$ cat config.mk
export PLATFORM = sky130hd
export DESIGN_NAME = servo_reply_frame_parser_core
export DESIGN_NICKNAME = d
export VERILOG_FILES = /design/src/rtl/core/srfp_pkg.sv /design/src/rtl/core/srfp_ctrl.sv /design/src/rtl/core/srfp_dp.sv /design/src/rtl/core/servo_reply_frame_parser_core.sv
export SDC_FILE = /design/constraint.sdc
export NUM_CORES = 1
export LEC_CHECK = 0
export BUFFER_PORTS_ARGS = -buffer_cell sky130_fd_sc_hd__buf_2
export CAP_MARGIN = 0
export CORE_ASPECT_RATIO = 0.5
export CORE_MARGIN = 10
export CORE_UTILIZATION = 52
export CTS_CLUSTER_DIAMETER = 60
export DETAILED_ROUTE_END_ITERATION = 10
export PLACE_DENSITY = 0.71
export RECOVER_POWER = 50
export SLEW_MARGIN = 20
export SYNTH_ARGS = -nofsm -noshare
export SYNTH_HDL_FRONTEND = slang
export SYNTH_SLANG_ARGS = --single-unit
$ cat constraint.sdc
create_clock -name clk_i -period 8.2 [get_ports clk_i]
set_input_delay 0.82 -clock clk_i [delete_from_list [all_inputs] [get_ports clk_i]]
set_output_delay 0.82 -clock clk_i [all_outputs]
set_load 0.05 [all_outputs]
$ cat src/rtl/core/srfp_pkg.sv
// Types and constants shared by the servo reply frame parser modules.
`default_nettype none

package srfp_pkg;

  localparam int unsigned BYTE_W    = 8;
  localparam int unsigned LEN_W     = 6;
  localparam int unsigned IDX_OUT_W = 5;
  localparam int unsigned CFG_IDX_W = 3;

  typedef enum logic [CFG_IDX_W-1:0] {
    CFG_HEADER_FIRST  = 3'd0,
    CFG_HEADER_SECOND = 3'd1,
    CFG_BROADCAST_ID  = 3'd2,
    CFG_MAX_LENGTH    = 3'd3,
    CFG_MAX_COMMAND   = 3'd4
  } cfg_idx_e;

  localparam logic [BYTE_W-1:0] RST_HEADER_FIRST  = 8'd255;
  localparam logic [BYTE_W-1:0] RST_HEADER_SECOND = 8'd255;
  localparam logic [BYTE_W-1:0] RST_BROADCAST_ID  = 8'd254;
  localparam logic [LEN_W-1:0]  RST_MAX_LENGTH    = 6'd34;
  localparam logic [BYTE_W-1:0] RST_MAX_COMMAND   = 8'd130;

  // Controller to datapath commands.
  typedef struct packed {
    logic load_id;
    logic load_len;
    logic load_cmd;
    logic store_param;
    logic start_emit;
    logic emit_load;
  } ctrl_cmd_t;

  // Datapath to controller status.
  typedef struct packed {
    logic hdr1_ok;
    logic hdr2_ok;
    logic id_ok;
    logic len_ok;
    logic cmd_ok;
    logic has_params;
    logic params_done;
    logic sum_ok;
    logic out_free;
    logic emit_last;
  } dp_status_t;

endpackage

`default_nettype wire

$ cat src/rtl/core/srfp_ctrl.sv
// Frame parsing and result sequencing state machine.
`default_nettype none

module srfp_ctrl (
  input  wire logic               clk_i,
  input  wire logic               rst_ni,
  input  wire logic               in_valid_i,
  output logic                    in_stall_o,
  input  srfp_pkg::dp_status_t    status_i,
  output srfp_pkg::ctrl_cmd_t     cmd_o
);
  import srfp_pkg::*;

  typedef enum logic [3:0] {
    ST_HEAD1,
    ST_HEAD2,
    ST_ID,
    ST_LEN,
    ST_CMD,
    ST_PARAM,
    ST_CHECK,
    ST_EMIT_RD,
    ST_EMIT_LD
  } state_e;

  state_e state_q, state_d;
  logic   byte_state;
  logic   accept;

  assign byte_state = (state_q != ST_EMIT_RD) && (state_q != ST_EMIT_LD);
  assign in_stall_o = !byte_state;
  assign accept     = in_valid_i && byte_state;

  always_comb begin
    state_d = state_q;
    cmd_o   = '0;
    unique case (state_q)
      ST_HEAD1: begin
        if (accept && status_i.hdr1_ok) state_d = ST_HEAD2;
      end
      ST_HEAD2: begin
        if (accept) state_d = status_i.hdr2_ok ? ST_ID : ST_HEAD1;
      end
      ST_ID: begin
        if (accept) begin
          cmd_o.load_id = status_i.id_ok;
          state_d       = status_i.id_ok ? ST_LEN : ST_HEAD1;
        end
      end
      ST_LEN: begin
        if (accept) begin
          cmd_o.load_len = status_i.len_ok;
          state_d        = status_i.len_ok ? ST_CMD : ST_HEAD1;
        end
      end
      ST_CMD: begin
        if (accept) begin
          cmd_o.load_cmd = status_i.cmd_ok;
          if (!status_i.cmd_ok)         state_d = ST_HEAD1;
          else if (status_i.has_params) state_d = ST_PARAM;
          else                          state_d = ST_CHECK;
        end
      end
      ST_PARAM: begin
        if (accept) begin
          cmd_o.store_param = 1'b1;
          if (status_i.params_done) state_d = ST_CHECK;
        end
      end
      ST_CHECK: begin
        if (accept) begin
          cmd_o.start_emit = status_i.sum_ok;
          if (!status_i.sum_ok)         state_d = ST_HEAD1;
          else if (status_i.has_params) state_d = ST_EMIT_RD;
          else                          state_d = ST_EMIT_LD;
        end
      end
      ST_EMIT_RD: begin
        // store read data lands at the end of this cycle
        state_d = ST_EMIT_LD;
      end
      ST_EMIT_LD: begin
        if (status_i.out_free) begin
          cmd_o.emit_load = 1'b1;
          state_d         = status_i.emit_last ? ST_HEAD1 : ST_EMIT_RD;
        end
      end
      default: state_d = ST_HEAD1;
    endcase
  end

  always_ff @(posedge clk_i or negedge rst_ni) begin
    if (!rst_ni) begin
      state_q <= ST_HEAD1;
    end else begin
      state_q <= state_d;
    end
  end

endmodule

`default_nettype wire

$ cat src/rtl/core/srfp_dp.sv
// Datapath: config registers, field checks, checksum, parameter store, output register.
`default_nettype none

module srfp_dp #(
  parameter int unsigned MAX_PARAMS = 32
) (
  input  wire logic                            clk_i,
  input  wire logic                            rst_ni,
  input  wire logic                            cfg_we_i,
  input  wire logic [srfp_pkg::CFG_IDX_W-1:0]  cfg_idx_i,
  input  wire logic [srfp_pkg::BYTE_W-1:0]     cfg_wdata_i,
  input  wire logic [srfp_pkg::BYTE_W-1:0]     rx_byte_i,
  input  srfp_pkg::ctrl_cmd_t                  cmd_i,
  output srfp_pkg::dp_status_t                 status_o,
  input  wire logic                            out_stall_i,
  output logic                                 out_valid_o,
  output logic [srfp_pkg::BYTE_W-1:0]          src_id_o,
  output logic [srfp_pkg::BYTE_W-1:0]          status_byte_o,
  output logic [srfp_pkg::LEN_W-1:0]           param_count_o,
  output logic                                 has_param_o,
  output logic [srfp_pkg::IDX_OUT_W-1:0]       param_index_o,
  output logic [srfp_pkg::BYTE_W-1:0]          param_value_o,
  output logic                                 last_o
);
  import srfp_pkg::*;

  // Parameter count is capped by both MAX_PARAMS and the 32-entry frame limit.
  localparam int unsigned STORE_DEPTH = (MAX_PARAMS < 32) ? MAX_PARAMS : 32;
  localparam int unsigned ADDR_W      = (STORE_DEPTH > 1) ? $clog2(STORE_DEPTH) : 1;
  localparam logic [BYTE_W-1:0] LEN_CAP = BYTE_W'(STORE_DEPTH + 2);

  logic [BYTE_W-1:0] header_first_q, header_second_q, broadcast_id_q, max_command_q;
  logic [LEN_W-1:0]  max_length_q;

  logic [BYTE_W-1:0] frame_id_q, frame_status_q, running_sum_q;
  logic [LEN_W-1:0]  frame_length_q, param_counter_q, emit_idx_q;

  logic [BYTE_W-1:0] store_mem [STORE_DEPTH];
  logic [BYTE_W-1:0] rd_data_q;

  logic              out_valid_q;
  logic [LEN_W-1:0]  count_w;
  logic              has_params;

  assign count_w    = frame_length_q - LEN_W'(2);
  assign has_params = frame_length_q > LEN_W'(2);

  always_comb begin
    status_o             = '0;
    status_o.hdr1_ok     = rx_byte_i == header_first_q;
    status_o.hdr2_ok     = rx_byte_i == header_second_q;
    status_o.id_ok       = rx_byte_i <= broadcast_id_q;
    status_o.len_ok      = (rx_byte_i >= BYTE_W'(2)) &&
                           (rx_byte_i <= {{(BYTE_W-LEN_W){1'b0}}, max_length_q}) &&
                           (rx_byte_i <= LEN_CAP);
    status_o.cmd_ok      = rx_byte_i <= max_command_q;
    status_o.has_params  = has_params;
    status_o.params_done = (param_counter_q + LEN_W'(1)) >= count_w;
    status_o.sum_ok      = rx_byte_i == ~running_sum_q;
    status_o.out_free    = !out_valid_q || !out_stall_i;
    status_o.emit_last   = !has_params || ((emit_idx_q + LEN_W'(1)) == count_w);
  end

  // Configuration registers
  always_ff @(posedge clk_i or negedge rst_ni) begin
    if (!rst_ni) begin
      header_first_q  <= RST_HEADER_FIRST;
      header_second_q <= RST_HEADER_SECOND;
      broadcast_id_q  <= RST_BROADCAST_ID;
      max_length_q    <= RST_MAX_LENGTH;
      max_command_q   <= RST_MAX_COMMAND;
    end else if (cfg_we_i) begin
      unique case (cfg_idx_i)
        CFG_HEADER_FIRST:  header_first_q  <= cfg_wdata_i;
        CFG_HEADER_SECOND: header_second_q <= cfg_wdata_i;
        CFG_BROADCAST_ID:  broadcast_id_q  <= cfg_wdata_i;
        CFG_MAX_LENGTH:    max_length_q    <= cfg_wdata_i[LEN_W-1:0];
        CFG_MAX_COMMAND:   max_command_q   <= cfg_wdata_i;
        default: ;
      endcase
    end
  end

  // Frame fields, checksum and counters
  always_ff @(posedge clk_i or negedge rst_ni) begin
    if (!rst_ni) begin
      frame_id_q      <= '0;
      frame_length_q  <= '0;
      frame_status_q  <= '0;
      param_counter_q <= '0;
      running_sum_q   <= '0;
      emit_idx_q      <= '0;
    end else begin
      if (cmd_i.load_id) begin
        frame_id_q    <= rx_byte_i;
        running_sum_q <= rx_byte_i;
      end
      if (cmd_i.load_len) begin
        frame_length_q <= rx_byte_i[LEN_W-1:0];
        running_sum_q  <= running_sum_q + rx_byte_i;
      end
      if (cmd_i.load_cmd) begin
        frame_status_q  <= rx_byte_i;
        running_sum_q   <= running_sum_q + rx_byte_i;
        param_counter_q <= '0;
      end
      if (cmd_i.store_param) begin
        param_counter_q <= param_counter_q + LEN_W'(1);
        running_sum_q   <= running_sum_q + rx_byte_i;
      end
      if (cmd_i.start_emit) begin
        emit_idx_q <= '0;
      end else if (cmd_i.emit_load) begin
        emit_idx_q <= emit_idx_q + LEN_W'(1);
      end
    end
  end

  // Parameter store: one write port, one registered read port
  always_ff @(posedge clk_i) begin
    if (cmd_i.store_param) begin
      store_mem[param_counter_q[ADDR_W-1:0]] <= rx_byte_i;
    end
    rd_data_q <= store_mem[emit_idx_q[ADDR_W-1:0]];
  end

  // Output register
  always_ff @(posedge clk_i or negedge rst_ni) begin
    if (!rst_ni) begin
      out_valid_q <= 1'b0;
    end else if (cmd_i.emit_load) begin
      out_valid_q <= 1'b1;
    end else if (!out_stall_i) begin
      out_valid_q <= 1'b0;
    end
  end

  always_ff @(posedge clk_i) begin
    if (cmd_i.emit_load) begin
      src_id_o      <= frame_id_q;
      status_byte_o <= frame_status_q;
      param_count_o <= has_params ? count_w : '0;
      has_param_o   <= has_params;
      param_index_o <= has_params ? emit_idx_q[IDX_OUT_W-1:0] : '0;
      param_value_o <= has_params ? rd_data_q : '0;
      last_o        <= status_o.emit_last;
    end
  end

  assign out_valid_o = out_valid_q;

endmodule

`default_nettype wire

$ cat src/rtl/core/servo_reply_frame_parser_core.sv
// Servo reply frame parser: top level joining controller and datapath.
//
// Input channel: one bus byte per item on rx_byte_i, in_valid_i/in_stall_o.
// Output channel: one result per parameter byte of a good frame (or one
// empty result), out_valid_o/out_stall_i with the frame fields on ports.
// Config: cfg_we_i writes cfg_wdata_i to register cfg_idx_i.
// Bytes are taken without stalling while the parser hunts or collects a frame.
// After the checksum byte of a good frame the input stalls while the run is
// emitted: each parameter result goes through a store read state and then a
// load state; the one result of an empty frame needs only the load state.
// The input reopens once the last result of the run is in the output register,
// so the next frame may arrive while it waits.
// If the receiver stalls, the output register holds its item and the run
// pauses until it is taken.
// Reset returns to header hunting, loads the register reset values and
// clears the output valid; the parameter store needs no clearing.
`default_nettype none

module servo_reply_frame_parser_core #(
  parameter int unsigned MAX_PARAMS = 32
) (
  input  wire logic                            clk_i,
  input  wire logic                            rst_ni,
  input  wire logic                            cfg_we_i,
  input  wire logic [srfp_pkg::CFG_IDX_W-1:0]  cfg_idx_i,
  input  wire logic [srfp_pkg::BYTE_W-1:0]     cfg_wdata_i,
  input  wire logic                            in_valid_i,
  output logic                                 in_stall_o,
  input  wire logic [srfp_pkg::BYTE_W-1:0]     rx_byte_i,
  output logic                                 out_valid_o,
  input  wire logic                            out_stall_i,
  output logic [srfp_pkg::BYTE_W-1:0]          src_id_o,
  output logic [srfp_pkg::BYTE_W-1:0]          status_byte_o,
  output logic [srfp_pkg::LEN_W-1:0]           param_count_o,
  output logic                                 has_param_o,
  output logic [srfp_pkg::IDX_OUT_W-1:0]       param_index_o,
  output logic [srfp_pkg::BYTE_W-1:0]          param_value_o,
  output logic                                 last_o
);
  import srfp_pkg::*;

  ctrl_cmd_t  cmd;
  dp_status_t status;

  srfp_ctrl u_ctrl (
    .clk_i      (clk_i),
    .rst_ni     (rst_ni),
    .in_valid_i (in_valid_i),
    .in_stall_o (in_stall_o),
    .status_i   (status),
    .cmd_o      (cmd)
  );

  srfp_dp #(
    .MAX_PARAMS (MAX_PARAMS)
  ) u_dp (
    .clk_i         (clk_i),
    .rst_ni        (rst_ni),
    .cfg_we_i      (cfg_we_i),
    .cfg_idx_i     (cfg_idx_i),
    .cfg_wdata_i   (cfg_wdata_i),
    .rx_byte_i     (rx_byte_i),
    .cmd_i         (cmd),
    .status_o      (status),
    .out_stall_i   (out_stall_i),
    .out_valid_o   (out_valid_o),
    .src_id_o      (src_id_o),
    .status_byte_o (status_byte_o),
    .param_count_o (param_count_o),
    .has_param_o   (has_param_o),
    .param_index_o (param_index_o),
    .param_value_o (param_value_o),
    .last_o        (last_o)
  );

endmodule

`default_nettype wire

Word level (Yosys, flattened, before mapping) --
Memories as Yosys holds them, arrays and structs flattened. A register that Yosys moved wholly into a read port is not among the register bits. Cells that the tools add are included.
Operators by class: bitwise operators 1, mux-type cells 42, reduce and logical (&&, ||, !) cells 22, add/sub/neg operators 4, magnitude comparators 7, equal/unequal tests 28
Operator list (count):
- $mux W4 | 11
- $pmux W4 S9 | 1
- $mux W8 | 4
- $eq A8 B8 Y1 | 3
- $mux W6 | 4
- $eq A4 B3 Y1 const B | 4
- $le A8 B8 Y1 | 2
- $mux W1 | 16
- $ne A2 B1 Y1 const B | 8
- $add A6 B1 Y6 const B | 2
- $reduce_and A2 Y1 | 5
- $mux W3 | 3
- $reduce_and A9 Y1 | 1
- $add A8 B8 Y8 | 1
- $eq A4 B2 Y1 const B | 2
- $ge A8 B2 Y1 const B | 1
- $le A8 B6 Y1 | 1
- $le A8 B6 Y1 const B | 1
- $not A8 Y8 | 1
- $eq A3 B2 Y1 const B | 2
- $eq A6 B6 Y1 | 1
- $ge A6 B6 Y1 | 1
- $gt A6 B2 Y1 const B | 1
- $mux W2 | 3
- other kinds (15) | 25
Word-level totals: RAM bits 256, input bits 24, output and inout bits 39, flip-flop bits (word level) 122, logic and storage cells 125, memories 1
Memories:
- u_dp.store_mem | depth 32, width 8, rd ports 1, clocked after memory_dff 1, write ports 1, RTL line srfp_dp.sv:38 | logic [BYTE_W-1:0] store_mem [STORE_DEPTH];

Longest topological paths before layout --
word-level depth 9, gate-level depth with buffers 11, mapped depth without buffers 10

By module --
Synthesis repeated with hierarchy kept, for this count alone.
Second synthesis, totals: cells, all modules 981, area total of the unflattened synthesis 16392.0 um^2
Modules (own cells, without submodules):
- srfp_dp | seq. area each 11019.3 um^2, instances 1, cells each 927, area an instance 15967.8 um^2
- srfp_ctrl | seq. area each 100.1 um^2, instances 1, cells each 54, area an instance 424.2 um^2

Worst setup path before layout --
OpenSTA, ideal clock, no wires.
path type input-to-reg, start input port rx_byte_i[0] (netlist name), end register u_dp.frame_id_q[5], buffers on the path 2, setup time 125 ps, slack 5352 ps, arrival 2723 ps, data required time 8075 ps, cell stages on the path 8, cell sequence clkbuf_1 > inv_1 > ha_1 > nand4_1 > o21a_1 > nor4_4 > buf_6 > mux2_2
Between the ends: word-level cells in the longest chain between the ends 3
Ends and longest elaborated chain:
- start: declaration | RTL line servo_reply_frame_parser_core.sv:29 | input wire logic [srfp_pkg::BYTE_W-1:0] rx_byte_i,
- $le A8 B8 Y1 | RTL line srfp_dp.sv:52 | status_o.id_ok = rx_byte_i <= broadcast_id_q;
- $mux W1 | RTL line srfp_ctrl.sv:45 | if (accept) begin
- $mux W1 | RTL line srfp_ctrl.sv:37 | unique case (state_q)
- end signal: assignment | RTL line srfp_dp.sv:95 | frame_id_q <= rx_byte_i;
- end: declaration | RTL line srfp_dp.sv:35 | logic [BYTE_W-1:0] frame_id_q, frame_status_q, running_sum_q;
No other way between the ends. A chain may end at the register's enable or synchronous reset.

==> metrics.md <==
| Metric | Value |
|---|---|
| Worst hold stages | 0 |
| WL final | 36,160 um |
| Die width | 271.9 um |
| Failing checks | capacitance limit, slew limit |
| Tightest Pin Transition | 3.602 ns |
| Max clock buf depth | 3 |
| Largest family of logic cells by synthesized area | multiplexers |
| Worst hold-check path type | reg2reg |
| Die area | 0.03969 mm2 |
| Htree depth | 2 |
| # rows | 45 |
| First-pass GRT wire length | 56,190 um |
| Crit-path slowest cell | clkbuf_1 |
| Pins Over Slew Limit | 343 |
| Max stage delay on crit path | 2.59 ns |
| Startpoint Class | input pin |
| Grt ovf | 0 |
| Core Area | 0.03080 mm2 |
| RSZ-0062 raised after global routing | no |
| Met2 usage | 29.42% |
| TritonCTS buffer count | 35 |
| CP Data Required Time | 7.50 ns |
| Share of flip-flops with an asynchronous set or reset | 22.02% |
| XOR/XNOR share of the synthesized area | 2.449% |
| Mean area per synthesized cell | 15.46 um2 |
| Post-synth net total | 1,131 |
| CP Capture Type | asynchronous set/reset pin |
| Fmax | 201.7 MHz |
| CP delay by family, top | buffers and inverters |
| Synthesized instance count | 1,067 |
| Launch point of the worst reg-to-reg path | u_dp.emit_idx_q[0]$_DFFE_PN0P_ |
| Min Tclk post-route | 4.957 ns |
| Final hold vios | 0 |
| # nets final | 1,196 |
| Hold endpoint | u_dp.src_id_o[7]$_DFFE_PP_ |
| Reg-to-reg slack, setup | 4.91 ns |
| CTS sink cnt | 386 |
| Post-synth EDFFs | 293 |
| IO Pins | 63 |
| Max Cap Viol | 8 |
| Post-route setup TNS | 0 ns |
| Vias post-DR | 9,303 |
| Detailed placer's ending HPWL | 22,980 um |
| DRC | 0 |
| Max VDD drop | 0.1341 mV |
| Routed Antenna Nets | 0 |
| GRT Util Overall | 18.17% |
| Compound-Gate Fraction of Synth Area | 6.263% |
| Post-layout util | 59.60% |
| Area Overhead vs Synth | 11.25% |
| Met1 Track Usage GR | 24.64% |
| Final instance area | 0.01836 mm2 |
| Ant diodes | 0 |
| Initial Util | 53.58% |
| Multiplexer area fraction after synthesis | 11.75% |
| PwrDens | 223.0 mW/mm2 |
| Largest net degree at the start of global routing | 66 |
| Worst skew pair latency | 0.53 ns |
| Setup violations, final | 0 |
| Antenna violations before repair | 1 |
| Yosys warns | 0 |
| Status | complete, but fails checks |
| Synth Area in Adders | 3.079% |
| CP Cell Sequence | clkbuf_1 -> clkbuf_1 |
| Static leakage | 6.761 nW |
| Slew margin rel. | -140.1% |
| DP Area | 0.01723 mm2 |
| CP max FO | 65 |
| Cell variety after synth | 73 |
| Worst R2R End | u_dp.rd_data_q[6]$_DFF_P_ |
| IO Port Bufs | 62 |
| Crit path kind | in2async |
| CTS tree | done |
| Post-Syn Area | 0.01650 mm2 |
| Pre-antenna DRT Iters | 5 |
| Max Clock Skew | 0.01871 ns |
| Period utilization | 60.45% |
| Post-synth top flop | edfxtp_1 |
| Busiest layer in global routing | met2 |
| Critical Path Stages | 2 |
| Met3 GRT Util | 3.243% |
| Vias/cell | 5.881 |
| Yosys reg bits | 386 |
| Worst min-delay path startpoint | u_dp.frame_id_q[7]$_DFFE_PN0P_ |
| CTS Hold Bufs | 0 |
| Layout cells sized above 1 | 20.97% |
| DIE HEIGHT | 146.0 um |
| Post-CTS setup buffers | 0 |
| FF-to-FF path depth | 7 |
| Sequential share of the synthesized area | 67.39% |
| Wire per inst | 22.86 um |
| Vias in the first global route | 9,501 |
| Gpl congestion | 0.8210 |
| WP data arrival | 4.26 ns |
| Root buf cell | clkbuf_16 |
| Simple-gate portion of the synthesized area | 6.779% |
| Worst path bufs/invs | 2 |
| Number of DRC markers in iteration 0 | 863 |
| Cell mode on critical path | clkbuf_1 |
| Post-CTS sizing | 0 |
| Clk pin slew, worst setup/hold paths | 0.07 ns |
-- metal layers --
metal  wire (um)  up-vias
li1            -     4208
met1       15820     4784
met2       17590      257
met3        1933       54
met4         816        0
met5           0        -
-- area by class of cell --
class	instances	area [um2]
multi-input combinational	594	5006
timing repair buffer	78	394.1
tap	423	529.3
clock buffer	46	999.7
fill	2315	12440
inverter	37	138.9
clock inverter	18	163.9
sequential	386	11120
-- placed cells by master (no fill, tap or decap), types with 36 or more instances in the layout --
cell and instances:
inv_1 36, buf_2 54, nor2_1 60, nand2_1 71
mux2i_1 52, ha_1 39, o21ai_0 47, clkbuf_16 37
dfrtp_1 56, edfxtp_1 293, mux4_2 40, mux2_2 44
-- kinds of logic (layout without fill, tap and decap cells) --
family	Yosys count	in the layout
AOI/OAI and AO/OA	154	154
xor gates and xnor gates	43	43
adders and majority gates	40	40
buffers and inverters	87	179
DFF	386	386
muxes	138	138
and+or+nand+nor	219	219
-- synthesized netlist by cell type, types with 6 or more instances --
cell	count	area, um2
buf_2	14	70.07
dfxtp_1	8	160.2
dfrtp_1	58	1451
edfxtp_1	293	8798
a21oi_1	23	115.1
nor2_1	60	225.2
nand4_1	9	56.30
xnor2_1	32	280.3
nand2_1	71	266.5
nor2b_1	7	43.79
o21ai_0	47	235.2
ha_1	39	488.0
clkbuf_1	27	101.4
dfstp_2	27	709.4
and2_1	16	100.1
mux4_2	40	900.9
nand3_1	12	60.06
inv_1	36	135.1
o221ai_1	32	280.3
o22ai_1	11	68.82
nand2b_1	6	37.54
xor2_1	9	78.83
a21o_1	7	52.55
mux2_2	45	506.7
mux2i_1	52	520.5
-- report_power, final --
| group | total (mW) | internal [mW] | switching, mW |
|---|---|---|---|
| registers | 2.21 | 2.17 | 0.0355 |
| logic | 0.239 | 0.101 | 0.138 |
| clock network | 1.65 | 0.932 | 0.714 |
-- state kept, by name, summed over array words and instances, names as in the netlist, 8 cells and up --
name / flops
u_dp.store_mem: 256
u_dp.broadcast_id_q: 8
u_dp.frame_id_q: 8
u_dp.frame_status_q: 8
u_dp.header_first_q: 8
u_dp.header_second_q: 8
u_dp.max_command_q: 8
u_dp.param_value_o: 8
u_dp.rd_data_q: 8
u_dp.running_sum_q: 8
u_dp.src_id_o: 8
u_dp.status_byte_o: 8
-- worst max-delay path by stage --
stage	startpoint	end	slack (ns)
finish	rst_ni	u_dp.emit_idx_q[0]$_DFFE_PN0P_	3.24
CTS	rx_byte_i[4]	u_dp.running_sum_q[6]$_DFFE_PN0P_	4.75
detailed placement	rx_byte_i[4]	u_dp.running_sum_q[6]$_DFFE_PN0P_	4.21
global route	rst_ni	u_dp.emit_idx_q[0]$_DFFE_PN0P_	2.26
global placement	rx_byte_i[4]	u_dp.running_sum_q[6]$_DFFE_PN0P_	4.38
floorplan	rx_byte_i[0]	u_dp.frame_id_q[5]$_DFFE_PN0P_	5.35
-- per-stage QoR --
step	hold WS (ns)	power [mW]	setup slack, ns	std cells
2_1_floorplan	0.4211	2.392	5.352	1067
3_3_place_gp	0.4296	2.469	4.378	1517
3_5_place_dp	0.4324	2.485	4.214	1517
4_1_cts	0.1606	4.117	4.753	1581
5_1_grt	0.4560	4.242	2.259	1582
6_report	0.4485	4.093	3.243	1582
No activity file was read; power rests on OpenSTA's default activity.
